[config.mk]
export PLATFORM = sky130hd
export DESIGN_NAME = adm_filt_ctrl
export DESIGN_NICKNAME = d
export VERILOG_FILES = /design/src/rtl/core/adm_filt_pkg.sv /design/src/rtl/core/adm_filt_ctrl.sv
export SDC_FILE = /design/constraint.sdc
export NUM_CORES = 1
export LEC_CHECK = 0
export CAP_MARGIN = 10
export CORE_AREA = 2 2 39 41
export DETAILED_ROUTE_END_ITERATION = 6
export DIE_AREA = 0 0 41 43
export DONT_BUFFER_PORTS = 1
export GPL_TIMING_DRIVEN = 0
export PLACE_DENSITY = 0.45
export SETUP_SLACK_MARGIN = 0.5
export SLEW_MARGIN = 20
export SYNTH_ARGS = -nofsm -noshare
export SYNTH_HDL_FRONTEND = slang
export SYNTH_SLANG_ARGS = --single-unit
[constraint.sdc]
create_clock -name clk -period 0.85 [get_ports clk]
set_input_delay 0.0425 -clock clk [delete_from_list [all_inputs] [get_ports clk]]
set_output_delay 0.0425 -clock clk [all_outputs]
set_load 0.01 [all_outputs]
[src/rtl/core/adm_filt_pkg.sv]
// ----------------------------------------------------------------------------
// adm_filt_pkg
// Types and constants shared by the one-axis admittance filter modules.
// ----------------------------------------------------------------------------
`default_nettype none

package adm_filt_pkg;

  localparam int IO_WIDTH        = 32;
  localparam int COEF_WIDTH      = 31;
  localparam int STEP_WIDTH      = 17;
  localparam int MUL_B_WIDTH     = 32;
  localparam int CFG_INDEX_WIDTH = 2;

  typedef enum logic [CFG_INDEX_WIDTH-1:0] {
    REG_INV_MASS   = 2'd0,
    REG_DAMP_COEF  = 2'd1,
    REG_STIFF_COEF = 2'd2,
    REG_TIME_STEP  = 2'd3
  } cfg_reg_t;

  typedef enum logic [2:0] {
    ST_IDLE,
    ST_MUL0,
    ST_MUL1,
    ST_MUL2,
    ST_MUL3,
    ST_MUL4,
    ST_UPD
  } state_t;

  typedef enum logic [2:0] {
    MS_FORCE_INV,
    MS_DAMP_VEL,
    MS_STIFF_DISP,
    MS_VEL_DT,
    MS_ACC_DT
  } mul_sel_t;

  typedef enum logic [2:0] {
    AO_NONE,
    AO_LOAD,
    AO_SUB,
    AO_DISP,
    AO_VEL
  } acc_op_t;

  typedef struct packed {
    logic     load_input;
    mul_sel_t mul_sel;
    acc_op_t  acc_op;
    logic     load_out;
  } dp_cmd_t;

endpackage

`default_nettype wire

[src/rtl/core/adm_filt_ctrl.sv]
// ----------------------------------------------------------------------------
// adm_filt_ctrl
// Sequencer that steps the shared multiplier through one filter update.
// ----------------------------------------------------------------------------
`default_nettype none

module adm_filt_ctrl (
  input  wire logic                  clk,
  input  wire logic                  rst,
  input  wire logic                  in_valid,
  output logic                       in_ready,
  output logic                       out_valid,
  input  wire logic                  out_ready,
  output adm_filt_pkg::dp_cmd_t      cmd
);

  adm_filt_pkg::state_t state;
  adm_filt_pkg::state_t state_next;
  logic                 out_valid_next;

  always_ff @(posedge clk) begin
    if (rst) begin
      state     <= adm_filt_pkg::ST_IDLE;
      out_valid <= 1'b0;
    end else begin
      state     <= state_next;
      out_valid <= out_valid_next;
    end
  end

  always_comb begin
    state_next     = state;
    in_ready       = 1'b0;
    cmd.load_input = 1'b0;
    cmd.mul_sel    = adm_filt_pkg::MS_FORCE_INV;
    cmd.acc_op     = adm_filt_pkg::AO_NONE;
    cmd.load_out   = 1'b0;
    case (state)
      adm_filt_pkg::ST_IDLE: begin
        in_ready       = 1'b1;
        cmd.load_input = in_valid;
        if (in_valid) begin
          state_next = adm_filt_pkg::ST_MUL0;
        end
      end
      adm_filt_pkg::ST_MUL0: begin
        cmd.mul_sel = adm_filt_pkg::MS_FORCE_INV;
        state_next  = adm_filt_pkg::ST_MUL1;
      end
      adm_filt_pkg::ST_MUL1: begin
        cmd.mul_sel = adm_filt_pkg::MS_DAMP_VEL;
        cmd.acc_op  = adm_filt_pkg::AO_LOAD;
        state_next  = adm_filt_pkg::ST_MUL2;
      end
      adm_filt_pkg::ST_MUL2: begin
        cmd.mul_sel = adm_filt_pkg::MS_STIFF_DISP;
        cmd.acc_op  = adm_filt_pkg::AO_SUB;
        state_next  = adm_filt_pkg::ST_MUL3;
      end
      adm_filt_pkg::ST_MUL3: begin
        cmd.mul_sel = adm_filt_pkg::MS_VEL_DT;
        cmd.acc_op  = adm_filt_pkg::AO_SUB;
        state_next  = adm_filt_pkg::ST_MUL4;
      end
      adm_filt_pkg::ST_MUL4: begin
        cmd.mul_sel = adm_filt_pkg::MS_ACC_DT;
        cmd.acc_op  = adm_filt_pkg::AO_DISP;
        state_next  = adm_filt_pkg::ST_UPD;
      end
      adm_filt_pkg::ST_UPD: begin
        cmd.mul_sel = adm_filt_pkg::MS_ACC_DT;
        if (!out_valid || out_ready) begin
          cmd.acc_op   = adm_filt_pkg::AO_VEL;
          cmd.load_out = 1'b1;
          state_next   = adm_filt_pkg::ST_IDLE;
        end
      end
      default: begin
        state_next = adm_filt_pkg::ST_IDLE;
      end
    endcase
  end

  always_comb begin
    out_valid_next = out_valid;
    if (cmd.load_out) begin
      out_valid_next = 1'b1;
    end else if (out_ready) begin
      out_valid_next = 1'b0;
    end
  end

endmodule

`default_nettype wire

==> flow_summary.json <==
{
  "synth.most_common_cell": "dfxtp_1",
  "cts_tree": "done",
  "rows": 14,
  "setup_slack_ns": -0.307,
  "synthCells": 30,
  "die_w_um": 41,
  "place_ws_ns": -0.0715,
  "synth_nets": 34,
  "min_period_ns": 1.16,
  "leakagePower_nw": 0.185,
  "fmax_ghz": 0.864,
  "synth-seq-cells": 4,
  "critical_path_arrival_ns": 1.11,
  "antenna_cells": 0,
  "synthTopCellsByCount": "dfxtp_1, buf_4, nand2b_1, nor2b_1",
  "final_net_count": 49,
  "initial_core_util_pct": 20.7,
  "syn_area_per_cell_sq_um": 9.55,
  "ys_top_cells_by_area": "dfxtp_1, buf_4, nand2b_1, nor2b_1, a2111oi_2",
  "drv_cap": 0,
  "die-area_sq_um": 1760,
  "multi_input_area_sq_um": 245,
  "worst_setup_path_start_kind": "flop",
  "chipHeight_um": 43,
  "core_sq_um": 1380,
  "cts_made_buffers": 3,
  "grt_remaining_overflow": 0,
  "worstPathRequired_ns": 0.81,
  "ant_nets": 0,
  "dpl.hpwl_um": 450,
  "final_util_pct": 35.8,
  "clk_latency_ns": 0.23,
  "synth_top_cell_by_area": "dfxtp_1",
  "cp_max_fo": 5,
  "track_usage_pct": 11.0,
  "drt_wl_total_um": 828,
  "fillers": 150,
  "clk_path_buf_depth": 2,
  "endpoint_kind": "primary output",
  "status": "finished, violations left",
  "antenna_found_initial": 0,
  "pin_count": 14,
  "p_total_mw": 0.818,
  "grt_max_degree": 9,
  "grt_setup_unrepaired": "true",
  "clock_skew_ns": 0.00185,
  "wl_per_cell_um": 14.0,
  "tightestPinTransition_ns": 0.250,
  "drc": 0,
  "crit_type": "flop to primary output",
  "p_per_area_nw_per_um2": 1650,
  "ir_drop_mv": 0.591,
  "finalSetupViolCount": 13,
  "hold_viol": 4,
  "slew_viol_final": 0,
  "synth-async-reset-ratio_pct": 0,
  "drt_iter0_markers": 1,
  "routed_via_density": 4.66,
  "vias": 275,
  "drive_gt1_share_pct": 74.4,
  "htreeDepth": 1,
  "cts.sinks": 4,
  "dr.pass1.iters": 3,
  "ys_seq_area_share_pct": 27.9,
  "ys_warn_count": 0,
  "hold_ws_ns": -0.127,
  "synth_ff_type": "dfxtp_1",
  "fin_crit_sh_pct": 136,
  "synth_edf_count": 0,
  "syn_to_final_growth_pct": 72.9,
  "grt_pass1_vias": 303,
  "layout.area.seq_sq_um": 86.3,
  "cts_root_buf": "clkbuf_4",
  "slew_headroom_pct": 83.3,
  "io_buffers": 0,
  "grt_pass1_wl_um": 1260,
  "totalNegativeSetupSlack_ns": -2.65,
  "clk_pin_slew_ns": 0.04,
  "violations": "negative hold slack, negative setup slack",
  "syn_area_sq_um": 287,
  "synth_top_area_share_pct": 27.9,
  "gp_congestion": 0.619,
  "ys_types": 19,
  "min_path_type": "input pin to flop"
}
## registers in the layout, summed over array words and instances, names as in the netlist
| register | count |
|---|---|
| state | 3 |
| out_valid | 1 |
## critical path: stages (launching register included)
cell      delay (ns)
dfxtp_2         0.32
buf_6           0.13
nand3b_1        0.19
nor2b_1         0.13
buf_4           0.12
## layer usage
metal | part of all wire [%] | track usage, % | wire [um]
met5 | 0 | 0 | 0
met4 | 0 | 10.0 | 0
met3 | 8.0 | 5.24 | 66
met2 | 53 | 15.0 | 437
met1 | 39 | 11.9 | 324
## cell usage in the layout, fill, tap and decap left out, types with 2 or more instances in the layout
cell type / n
nand2b_4: 2
nand2b_1: 2
clkbuf_4: 3
nand3b_1: 2
buf_6: 5
buf_4: 8
dfxtp_2: 2
nor2b_1: 2
## final timing paths
path | from | end | slack [ns] | depth (start not counted)
setup / recovery | state[0] | cmd[0] | -0.31 | 4
hold / removal | rst | out_valid | -0.13 | 1
setup reg to reg | state[0] | state[2] | -0.19 | 4
hold reg to reg | state[1] | state[0] | 0.57 | 2
## cells by family (layout without fill, tap and decap cells)
family | Yosys count | in the layout | share of synthesized area, %
buffers and inverters | 4 | 17 | 11.8
multiplexers | 1 | 1 | 3.49
XOR/XNOR | 1 | 1 | 3.06
AO/OA/AOI/OAI | 6 | 6 | 17.9
flip-flops | 4 | 4 | 27.9
AND/OR/NAND/NOR | 14 | 14 | 35.8
## metrics by stage
stage	instances	area, sq um	hold slack (ns)
finish	59	495	-0.127
global route	59	495	-0.139
CTS	55	427	-0.144
detailed placement	46	334	0.114
global placement	46	334	0.107
floorplan	30	314	0.104
## area by class of cell
class	instances	area share, %
timing repair buffer	10	16.2
buffer	4	8.33
sequential	4	17.4
tap	16	4.04
clock buffer	3	4.55
multi-input combinational	22	49.5
## what timing repair did
action	CTS	global route
pin swaps	4	2
buffers inserted	4	4
endpoints found under the hold margin	4	4
cloned	2	0
endpoints found under the setup margin	14	14
resized for setup	8	6
## power breakdown
group / internal (mW) / switching (mW) / leakage, nW / total, mW
Clock: 0.158 / 0.0769 / 0.0138 / 0.235
Combinational: 0.198 / 0.171 / 0.137 / 0.369
Sequential: 0.204 / 0.0106 / 0.0342 / 0.214
Total: 0.559 / 0.259 / 0.185 / 0.818
No activity file was read; power rests on OpenSTA's default activity.
